`config.mk`:
```
export PLATFORM = sky130hd
export DESIGN_NAME = point_set_bbox_normalizer_top
export DESIGN_NICKNAME = d
export VERILOG_FILES = /design/src/rtl/pbn_pkg.sv /design/src/rtl/pbn_sqrt.sv /design/src/rtl/pbn_div.sv /design/src/rtl/point_set_bbox_normalizer_top.sv
export SDC_FILE = /design/constraint.sdc
export NUM_CORES = 2
export LEC_CHECK = 0
export BUFFER_PORTS_ARGS = -buffer_cell sky130_fd_sc_hd__buf_2
export CAP_MARGIN = 20
export CORE_AREA = 5 5 497 254
export DETAILED_ROUTE_END_ITERATION = 6
export DIE_AREA = 0 0 502 259
export GPL_TIMING_DRIVEN = 0
export PLACE_DENSITY = 0.86
export SLEW_MARGIN = 5
export SYNTH_ARGS = -nofsm -noshare
export SYNTH_HDL_FRONTEND = slang
export SYNTH_SLANG_ARGS = --single-unit
```
`constraint.sdc`:
```
create_clock -name clk_i -period 28.7 [get_ports clk_i]
set_input_delay 5.74 -clock clk_i [delete_from_list [all_inputs] [get_ports clk_i]]
set_output_delay 5.74 -clock clk_i [all_outputs]
set_load 0.1 [all_outputs]
```
`src/rtl/pbn_pkg.sv`:
```
package pbn_pkg;

  typedef enum logic [1:0] {
    FUNC_ACC  = 2'd0,
    FUNC_FIN  = 2'd1,
    FUNC_NORM = 2'd2,
    FUNC_NONE = 2'd3
  } func_e;

  typedef enum logic [1:0] {
    ST_OK    = 2'd0,
    ST_EMPTY = 2'd1,
    ST_SAT   = 2'd2
  } status_e;

  typedef struct packed {
    logic start;
    logic busy;
  } unit_ctl_t;

endpackage

```
`src/rtl/pbn_sqrt.sv`:
```
module pbn_sqrt #(
  parameter int CW = 32
) (
  input  logic                clk_i,
  input  logic                rst_ni,
  input  logic                start_i,
  input  logic [2*CW+3:0]     rad_i,
  output logic                done_o,
  output logic [CW+1:0]       root_o
);
  // One result bit a cycle: restoring digit-by-digit square root.
  localparam int RW = 2 * CW + 4;
  localparam int QW = CW + 2;
  localparam int CNTW = $clog2(QW + 1);

  logic [RW-1:0]   rad_q, rad_d;
  logic [RW+1:0]   rem_q, rem_d;
  logic [QW-1:0]   root_q, root_d;
  logic [CNTW-1:0] cnt_q, cnt_d;
  logic            busy_q, busy_d;
  logic [RW+1:0]   trial;
  logic [RW+1:0]   shifted;

  always_comb begin
    rad_d   = rad_q;
    rem_d   = rem_q;
    root_d  = root_q;
    cnt_d   = cnt_q;
    busy_d  = busy_q;
    done_o  = 1'b0;
    shifted = {rem_q[RW-1:0], rad_q[RW-1:RW-2]};
    trial   = (RW+2)'({root_q, 2'b01});
    if (start_i) begin
      rad_d  = rad_i;
      rem_d  = '0;
      root_d = '0;
      cnt_d  = CNTW'(QW);
      busy_d = 1'b1;
    end else if (busy_q) begin
      rad_d = {rad_q[RW-3:0], 2'b00};
      if (shifted >= trial) begin
        rem_d  = shifted - trial;
        root_d = {root_q[QW-2:0], 1'b1};
      end else begin
        rem_d  = shifted;
        root_d = {root_q[QW-2:0], 1'b0};
      end
      cnt_d = cnt_q - 1'b1;
      if (cnt_q == CNTW'(1)) begin
        busy_d = 1'b0;
        done_o = 1'b1;
      end
    end
  end

  assign root_o = root_d;

  always_ff @(posedge clk_i or negedge rst_ni) begin
    if (!rst_ni) begin
      busy_q <= 1'b0;
      cnt_q  <= '0;
    end else begin
      busy_q <= busy_d;
      cnt_q  <= cnt_d;
    end
  end

  always_ff @(posedge clk_i) begin
    rad_q  <= rad_d;
    rem_q  <= rem_d;
    root_q <= root_d;
  end
endmodule

```
`src/rtl/pbn_div.sv`:
```
module pbn_div #(
  parameter int CW = 32,
  parameter int FB = 16
) (
  input  logic          clk_i,
  input  logic          rst_ni,
  input  logic          start_i,
  input  logic [CW-1:0] mag_i,
  input  logic [CW+1:0] den_i,
  output logic          done_o,
  output logic [CW:0]   quo_o
);
  // Restoring divide of mag * 2^FB by den, one bit a cycle, quotient held
  // clamped at 2^(CW-1)+1.
  localparam int NW = CW + FB;
  localparam int CNTW = $clog2(NW + 1);
  localparam logic [CW:0] QCLAMP = (CW+1)'(1) << (CW - 1);

  logic [NW-1:0]   num_q, num_d;
  logic [CW+2:0]   rem_q, rem_d;
  logic [CW:0]     quo_q, quo_d;
  logic [CNTW-1:0] cnt_q, cnt_d;
  logic            busy_q, busy_d;
  logic [CW+2:0]   sh;
  logic [CW+1:0]   qn;

  always_comb begin
    num_d  = num_q;
    rem_d  = rem_q;
    quo_d  = quo_q;
    cnt_d  = cnt_q;
    busy_d = busy_q;
    done_o = 1'b0;
    sh     = {rem_q[CW+1:0], num_q[NW-1]};
    qn     = '0;
    if (start_i) begin
      num_d  = NW'(mag_i) << FB;
      rem_d  = '0;
      quo_d  = '0;
      cnt_d  = CNTW'(NW);
      busy_d = 1'b1;
    end else if (busy_q) begin
      num_d = num_q << 1;
      if (sh >= {1'b0, den_i}) begin
        rem_d = sh - {1'b0, den_i};
        qn    = {quo_q, 1'b1};
      end else begin
        rem_d = sh;
        qn    = {quo_q, 1'b0};
      end
      quo_d = (qn > {1'b0, QCLAMP}) ? QCLAMP + 1'b1 : qn[CW:0];
      cnt_d = cnt_q - 1'b1;
      if (cnt_q == CNTW'(1)) begin
        busy_d = 1'b0;
        done_o = 1'b1;
      end
    end
  end

  assign quo_o = quo_d;

  always_ff @(posedge clk_i or negedge rst_ni) begin
    if (!rst_ni) begin
      busy_q <= 1'b0;
      cnt_q  <= '0;
    end else begin
      busy_q <= busy_d;
      cnt_q  <= cnt_d;
    end
  end

  always_ff @(posedge clk_i) begin
    num_q <= num_d;
    rem_q <= rem_d;
    quo_q <= quo_d;
  end
endmodule

```
`src/rtl/point_set_bbox_normalizer_top.sv`:
```
// Accumulate words give no result.
// Finalize runs the multiply steps, then the square root (empty result if no point was seen).
// Normalize runs the shared bit-serial divider once per axis (empty result if the scale is
// zero); one word at a time.
// Reset clears the box to empty, the scale to zero and the output to empty.
module point_set_bbox_normalizer_top #(
  parameter int COORD_WIDTH = 32,
  parameter int FRAC_BITS   = 16
) (
  input  logic                   clk_i,
  input  logic                   rst_ni,
  input  logic                   in_valid_i,
  output logic                   in_stall_o,
  input  logic [1:0]             func_i,
  input  logic [COORD_WIDTH-1:0] px_i,
  input  logic [COORD_WIDTH-1:0] py_i,
  input  logic [COORD_WIDTH-1:0] pz_i,
  output logic                   out_valid_o,
  input  logic                   out_stall_i,
  output logic [COORD_WIDTH-1:0] nx_o,
  output logic [COORD_WIDTH-1:0] ny_o,
  output logic [COORD_WIDTH-1:0] nz_o,
  output logic [COORD_WIDTH+1:0] diag_scale_o,
  output logic [1:0]             status_o
);
  localparam int CW = COORD_WIDTH;
  localparam int SW = CW + 2;
  localparam int RW = 2 * CW + 4;
  localparam logic [CW-1:0] CMAX = {1'b0, {(CW-1){1'b1}}};
  localparam logic [CW-1:0] CMIN = {1'b1, {(CW-1){1'b0}}};

  localparam logic [2:0] S_IDLE = 3'd0;
  localparam logic [2:0] S_MUL  = 3'd1;
  localparam logic [2:0] S_SQRT = 3'd2;
  localparam logic [2:0] S_DIV  = 3'd3;
  localparam logic [2:0] S_OUT  = 3'd4;

  logic [2:0]    state_q, state_d;
  logic [CW-1:0] bmin_q [3];
  logic [CW-1:0] bmax_q [3];
  logic          seen_q;
  logic [SW-1:0] scale_q;
  logic [1:0]    ax_q;
  logic [CW-1:0] pt_q [3];
  logic [CW-1:0] res_q [3];
  logic          sat_q;
  logic [RW-1:0] acc_q;
  logic          ov_q;
  logic          fin_q;

  logic          acc_in;
  logic [CW:0]   diff;
  logic [2*CW+1:0] sq;
  pbn_pkg::unit_ctl_t sq_ctl, dv_ctl;
  logic          sq_done, dv_done;
  logic [SW-1:0] root;
  logic [CW:0]   quo;
  logic          neg;
  logic [CW-1:0] mag;

  assign in_stall_o = (state_q != S_IDLE) || ov_q;
  assign acc_in = in_valid_i && !in_stall_o;

  assign diff = {1'b0, bmax_q[ax_q] ^ CMIN} - {1'b0, bmin_q[ax_q] ^ CMIN};
  assign sq = diff * diff;
  assign neg = pt_q[ax_q][CW-1];
  assign mag = neg ? (~pt_q[ax_q] + 1'b1) : pt_q[ax_q];

  assign sq_ctl.start = (state_q == S_MUL) && (ax_q == 2'd2);
  assign sq_ctl.busy  = (state_q == S_SQRT);
  assign dv_ctl.start = (state_q == S_DIV) && !dv_ctl.busy;
  assign dv_ctl.busy  = fin_q;

  pbn_sqrt #(.CW(CW)) u_sqrt (
    .clk_i, .rst_ni, .start_i(sq_ctl.start),
    .rad_i(acc_q + RW'(sq)), .done_o(sq_done), .root_o(root)
  );

  pbn_div #(.CW(CW), .FB(FRAC_BITS)) u_div (
    .clk_i, .rst_ni, .start_i(dv_ctl.start), .mag_i(mag),
    .den_i(scale_q), .done_o(dv_done), .quo_o(quo)
  );

  always_comb begin
    state_d = state_q;
    unique case (state_q)
      S_IDLE: begin
        if (acc_in) begin
          unique case (pbn_pkg::func_e'(func_i))
            pbn_pkg::FUNC_FIN:  state_d = seen_q ? S_MUL : S_IDLE;
            pbn_pkg::FUNC_NORM: state_d = (scale_q == '0) ? S_IDLE : S_DIV;
            default:            state_d = S_IDLE;
          endcase
        end
      end
      S_MUL:  if (ax_q == 2'd2) state_d = S_SQRT;
      S_SQRT: if (sq_done) state_d = S_IDLE;
      S_DIV:  if (dv_done && ax_q == 2'd2) state_d = S_IDLE;
      default: state_d = S_IDLE;
    endcase
  end

  always_ff @(posedge clk_i or negedge rst_ni) begin
    if (!rst_ni) begin
      state_q <= S_IDLE;
      ov_q    <= 1'b0;
      seen_q  <= 1'b0;
      scale_q <= '0;
      ax_q    <= '0;
      fin_q   <= 1'b0;
      for (int i = 0; i < 3; i++) begin
        bmin_q[i] <= CMAX;
        bmax_q[i] <= CMIN;
      end
    end else begin
      state_q <= state_d;
      if (out_valid_o && !out_stall_i) ov_q <= 1'b0;
      fin_q <= dv_ctl.start ? 1'b1 : (dv_done ? 1'b0 : fin_q);
      if (acc_in) begin
        ax_q <= '0;
        unique case (pbn_pkg::func_e'(func_i))
          pbn_pkg::FUNC_ACC: begin
            seen_q <= 1'b1;
            if ($signed(px_i) > $signed(bmax_q[0])) bmax_q[0] <= px_i;
            if ($signed(py_i) > $signed(bmax_q[1])) bmax_q[1] <= py_i;
            if ($signed(pz_i) > $signed(bmax_q[2])) bmax_q[2] <= pz_i;
            if ($signed(px_i) < $signed(bmin_q[0])) bmin_q[0] <= px_i;
            if ($signed(py_i) < $signed(bmin_q[1])) bmin_q[1] <= py_i;
            if ($signed(pz_i) < $signed(bmin_q[2])) bmin_q[2] <= pz_i;
          end
          pbn_pkg::FUNC_FIN: begin
            if (!seen_q) begin
              scale_q <= '0;
              ov_q    <= 1'b1;
              for (int i = 0; i < 3; i++) begin
                bmin_q[i] <= CMAX;
                bmax_q[i] <= CMIN;
              end
            end
          end
          pbn_pkg::FUNC_NORM: if (scale_q == '0) ov_q <= 1'b1;
          default: ;
        endcase
      end
      if (state_q == S_MUL) ax_q <= (ax_q == 2'd2) ? 2'd0 : ax_q + 1'b1;
      if (sq_done) begin
        scale_q <= root;
        seen_q  <= 1'b0;
        ov_q    <= 1'b1;
        for (int i = 0; i < 3; i++) begin
          bmin_q[i] <= CMAX;
          bmax_q[i] <= CMIN;
        end
      end
      if (state_q == S_DIV && dv_done) begin
        ax_q <= ax_q + 1'b1;
        if (ax_q == 2'd2) ov_q <= 1'b1;
      end
    end
  end

  always_ff @(posedge clk_i) begin
    if (acc_in) begin
      pt_q[0] <= px_i;
      pt_q[1] <= py_i;
      pt_q[2] <= pz_i;
      sat_q   <= 1'b0;
      fin_q_dummy_clear: for (int i = 0; i < 3; i++) res_q[i] <= '0;
    end
    if (state_q == S_MUL) acc_q <= (ax_q == 2'd0) ? RW'(sq) : acc_q + RW'(sq);
    if (state_q == S_DIV && dv_done) begin
      if (neg) begin
        if (quo > {1'b0, CMIN}) begin
          res_q[ax_q] <= CMIN;
          sat_q <= 1'b1;
        end else begin
          res_q[ax_q] <= ~quo[CW-1:0] + 1'b1;
        end
      end else if (quo > {1'b0, CMAX}) begin
        res_q[ax_q] <= CMAX;
        sat_q <= 1'b1;
      end else begin
        res_q[ax_q] <= quo[CW-1:0];
      end
    end
  end

  assign out_valid_o  = ov_q;
  assign nx_o         = res_q[0];
  assign ny_o         = res_q[1];
  assign nz_o         = res_q[2];
  assign diag_scale_o = scale_q;
  assign status_o     = (scale_q == '0) ? pbn_pkg::ST_EMPTY :
                        sat_q ? pbn_pkg::ST_SAT : pbn_pkg::ST_OK;

  a_stall_busy: assert property (@(posedge clk_i) disable iff (!rst_ni)
    (state_q != S_IDLE) |-> in_stall_o) else $error("accepted while busy");
  a_no_out_busy: assert property (@(posedge clk_i) disable iff (!rst_ni)
    (state_q == S_DIV) |-> !out_valid_o) else $error("result during divide");
  a_sqrt_end: assert property (@(posedge clk_i) disable iff (!rst_ni)
    sq_done |=> out_valid_o) else $error("finalize result missing");
endmodule

```
==> results_dict.tcl <==
set metrics [dict create \
    hold_class "flop to flop" \
    cp.required_ns 29.06 \
    netlist_top_cells_count "1523 x inv_1, 884 x fa_1, 788 x nand2_1, 683 x nor2_1, 637 x ha_1" \
    synth_cell_types 93 \
    gr-total-overflow 0 \
    grt_first_pass_wirelength_um 433500 \
    rsz0062_at_grt "no" \
    routedWlPerCell_um 28.36 \
    grt_usage_pct 45.48 \
    routabilityCongestion 1.097 \
    clock.fmax_mhz 43.85 \
    yosysTopAreaCellShare_pct 22.65 \
    num_vias 68610 \
    crit_fanout 10 \
    min_period_ns 22.80 \
    reg2regPathDepth 60 \
    ctsHtreeMaxLevel 3 \
    core-area_mm2 0.1217 \
    synthFlopType "edfxtp_1" \
    antenna_found_initial 27 \
    syn_area_mm2 0.07815 \
    slew_violations 0 \
    clockRootBuffer "clkbuf_16" \
    cp-start-kind "flop" \
    wl_um 299000 \
    die_y_um 259 \
    area_growth_pct 8.777 \
    synth_warnings 0 \
    cts_sinks 777 \
    n_fill_cell 9370 \
    max-slew-margin-rel_pct 11.01 \
    fin_skew_ns 0.02982 \
    drt_iter0_markers 10600 \
    portBuffers 235 \
    num_rows 91 \
    whs_path_depth 2 \
    ff2ff_setup_slack_ns 5.90 \
    clk_pin_slew_ns 0.07 \
    start_util_pct 64.21 \
    ys_ff_latch 777 \
    setup_viol 0 \
    yosysSeqAreaShare_pct 26.25 \
    crit_path_end_kind "flop" \
    post_cts_buffers 0 \
    place_hpwl_um 244800 \
    critical_path_buf_inv_count 18 \
    outcome "finished, violations left" \
    synth-edff-count 360 \
    yosys-top-cells-area "fa_1 23%, edfxtp_1 14%, ha_1 10%, inv_1 7.3%, dfrtp_1 4.8%" \
    worstPathArrival_ns 23.16 \
    fin_crit_sh_pct 79.45 \
    slowest_stage "clkbuf_1" \
    violations "design-rule violations" \
    synth_most_common_cell "inv_1" \
    worstMarginPinSlew_ns 1.335 \
    clk_path_buf_depth 3 \
    min-delay-start "u_sqrt.rem_q[0]$_SDFFE_PP0P_" \
    grt_pass1_vias 65500 \
    drc 2 \
    crit_top_cell "fa_1" \
    async_flop_share_pct 31.79 \
    min_to "u_sqrt.rem_q[0]$_SDFFE_PP0P_" \
    ios 236 \
    finalHoldViolCount 0 \
    cts_tree "yes" \
    reg2reg_to "u_sqrt.rad_q[67]$_DFFE_PP_" \
    dr.pass1.iters 7 \
    die_w_um 502 \
    drive_gt1_share_pct 7.230 \
    fin_setup_tns_ns 0 \
    hold_buffers 0 \
    reg2reg_from "ax_q[0]$_DFFE_PN0P_" \
    cap_violations 0 \
    synth_cells 8455 \
    grt_start_max_net_pins 105 \
    vias_per_cell 6.508 \
    synth.avg_cell_area_um2 9.243 \
    synthesis.nets 10080 \
    ant_nets 0 \
    cp_slowest_stage_delay_ns 0.96 \
    cts-resized-gates 0 \
    dieArea_mm2 0.1300 \
    yosys.area.top_type "fa_1" \
    cts_buffers 69 \
    cpLargestDelayFamily "buffers and inverters" \
    clock_latency_ns 0.65 \
    final_nets 10460 \
    critPathKind "flop to flop" \
    cp.depth 60 \
]
routing by layer:
| metal | vias to the layer above | global-route usage, % | share of wire [%] |
|---|---|---|---|
| li1 | 28730 | - | - |
| met1 | 33380 | 68.47 | 41 |
| met2 | 5842 | 52.86 | 34 |
| met3 | 633 | 28.51 | 21 |
| met4 | 21 | 10.15 | 2.6 |
| met5 | - | 5.782 | 0.34 |
worst reg2reg max path, delay by kind of cell (launching register included):
kind                     cells  cell delay (ns)
multiplexers                 1             0.35
XOR/XNOR                     3             0.50
buffers and inverters       18             7.39
adder cells (fa/ha/maj)     12             5.97
AND/OR/NAND/NOR              8             1.99
AO/OA/AOI/OAI               18             5.73
flip-flops                   1             0.58
state kept, by name, summed over array words and instances, names as in the netlist, 34 cells and up:
signal         count
acc_q             68
bmax_q            96
bmin_q            96
diag_scale_o      34
pt_q              96
res_q             96
u_div.rem_q       34
u_sqrt.rad_q      68
u_sqrt.rem_q      68
u_sqrt.root_q     34
worst max-delay path by stage:
| stage | startpoint | to | slack [ns] |
|---|---|---|---|
| final | ax_q[0]$_DFFE_PN0P_ | u_sqrt.rad_q[67]$_DFFE_PP_ | 5.90 |
| after global routing | ax_q[0]$_DFFE_PN0P_ | u_sqrt.rad_q[67]$_DFFE_PP_ | 5.64 |
| after CTS | ax_q[0]$_DFFE_PN0P_ | u_sqrt.rad_q[67]$_DFFE_PP_ | 7.06 |
| after detailed placement | ax_q[0]$_DFFE_PN0P_ | u_sqrt.rad_q[67]$_DFFE_PP_ | 7.12 |
| after global placement | ax_q[0]$_DFFE_PN0P_ | u_sqrt.rad_q[67]$_DFFE_PP_ | 4.47 |
| after floorplan | ax_q[0]$_DFFE_PN0P_ | u_sqrt.rad_q[67]$_DFFE_PP_ | 12.98 |
cells in the final DEF, fill, tap and decap left out, types with 37 or more instances in the layout:
cell type	netlist	routed
a211oi_1	42	42
a21o_1	210	210
a21oi_1	436	435
a22o_1	116	116
a31oi_1	51	51
and2_1	52	52
and3_1	38	38
buf_2	12	248
buf_8	0	39
clkbuf_1	294	295
clkbuf_16	0	73
dfrtp_1	151	151
dfstp_2	96	96
dfxtp_1	170	170
edfxtp_1	360	360
fa_1	884	884
ha_1	637	637
inv_1	1523	1521
mux2i_1	173	173
nand2_1	788	785
nand2b_1	49	49
nand3_1	74	74
nand4_1	87	87
nor2_1	683	683
nor2b_1	69	69
nor3_1	84	84
nor4_1	47	47
o21a_1	42	42
o21ai_0	466	466
o21bai_1	37	37
o22a_1	62	62
xnor2_1	185	171
xor2_1	101	97
area by class of cell:
type / count / area [µm²] / area share, %
Multi-Input combinational cell: 5800 / 50700 / 59.65
Sequential cell: 777 / 20510 / 24.13
Inverter: 1535 / 5768 / 6.785
Timing Repair Buffer: 312 / 2263 / 2.663
Tap cell: 1627 / 2036 / 2.395
Clock buffer: 89 / 1957 / 2.302
Buffer: 343 / 1339 / 1.575
Clock inverter: 38 / 374.1 / 0.4401
Antenna cell: 21 / 52.55 / 0.06182
per-stage QoR:
| stage | hold WS, ns | cells | setup WS, ns | util [%] | area (µm²) |
|---|---|---|---|---|---|
| finish | 0.4903 | 10540 | 5.898 | 69.84 | 85010 |
| global route | 0.5174 | 10530 | 5.639 | 69.82 | 84980 |
| CTS | 0.4907 | 10510 | 7.061 | 69.67 | 84800 |
| detailed placement | 0.4819 | 10380 | 7.124 | 67.76 | 82470 |
| global placement | 0.4648 | 10320 | 4.473 | 66.84 | 81360 |
| floorplan | 0.4337 | 8455 | 12.98 | - | 78150 |
cells by family after synthesis:
logic type	synth area share (%)
xor gates and xnor gates	3.205
buffers and inverters	9.070
and+or+nand+nor	11.92
adders and majority gates	32.84
DFF	26.25
muxes	2.533
AOI/OAI and AO/OA	14.17
Power is left out: the tool's default activity adds up to more than one toggle a clock period on the data nets, which glitch-free logic cannot reach.
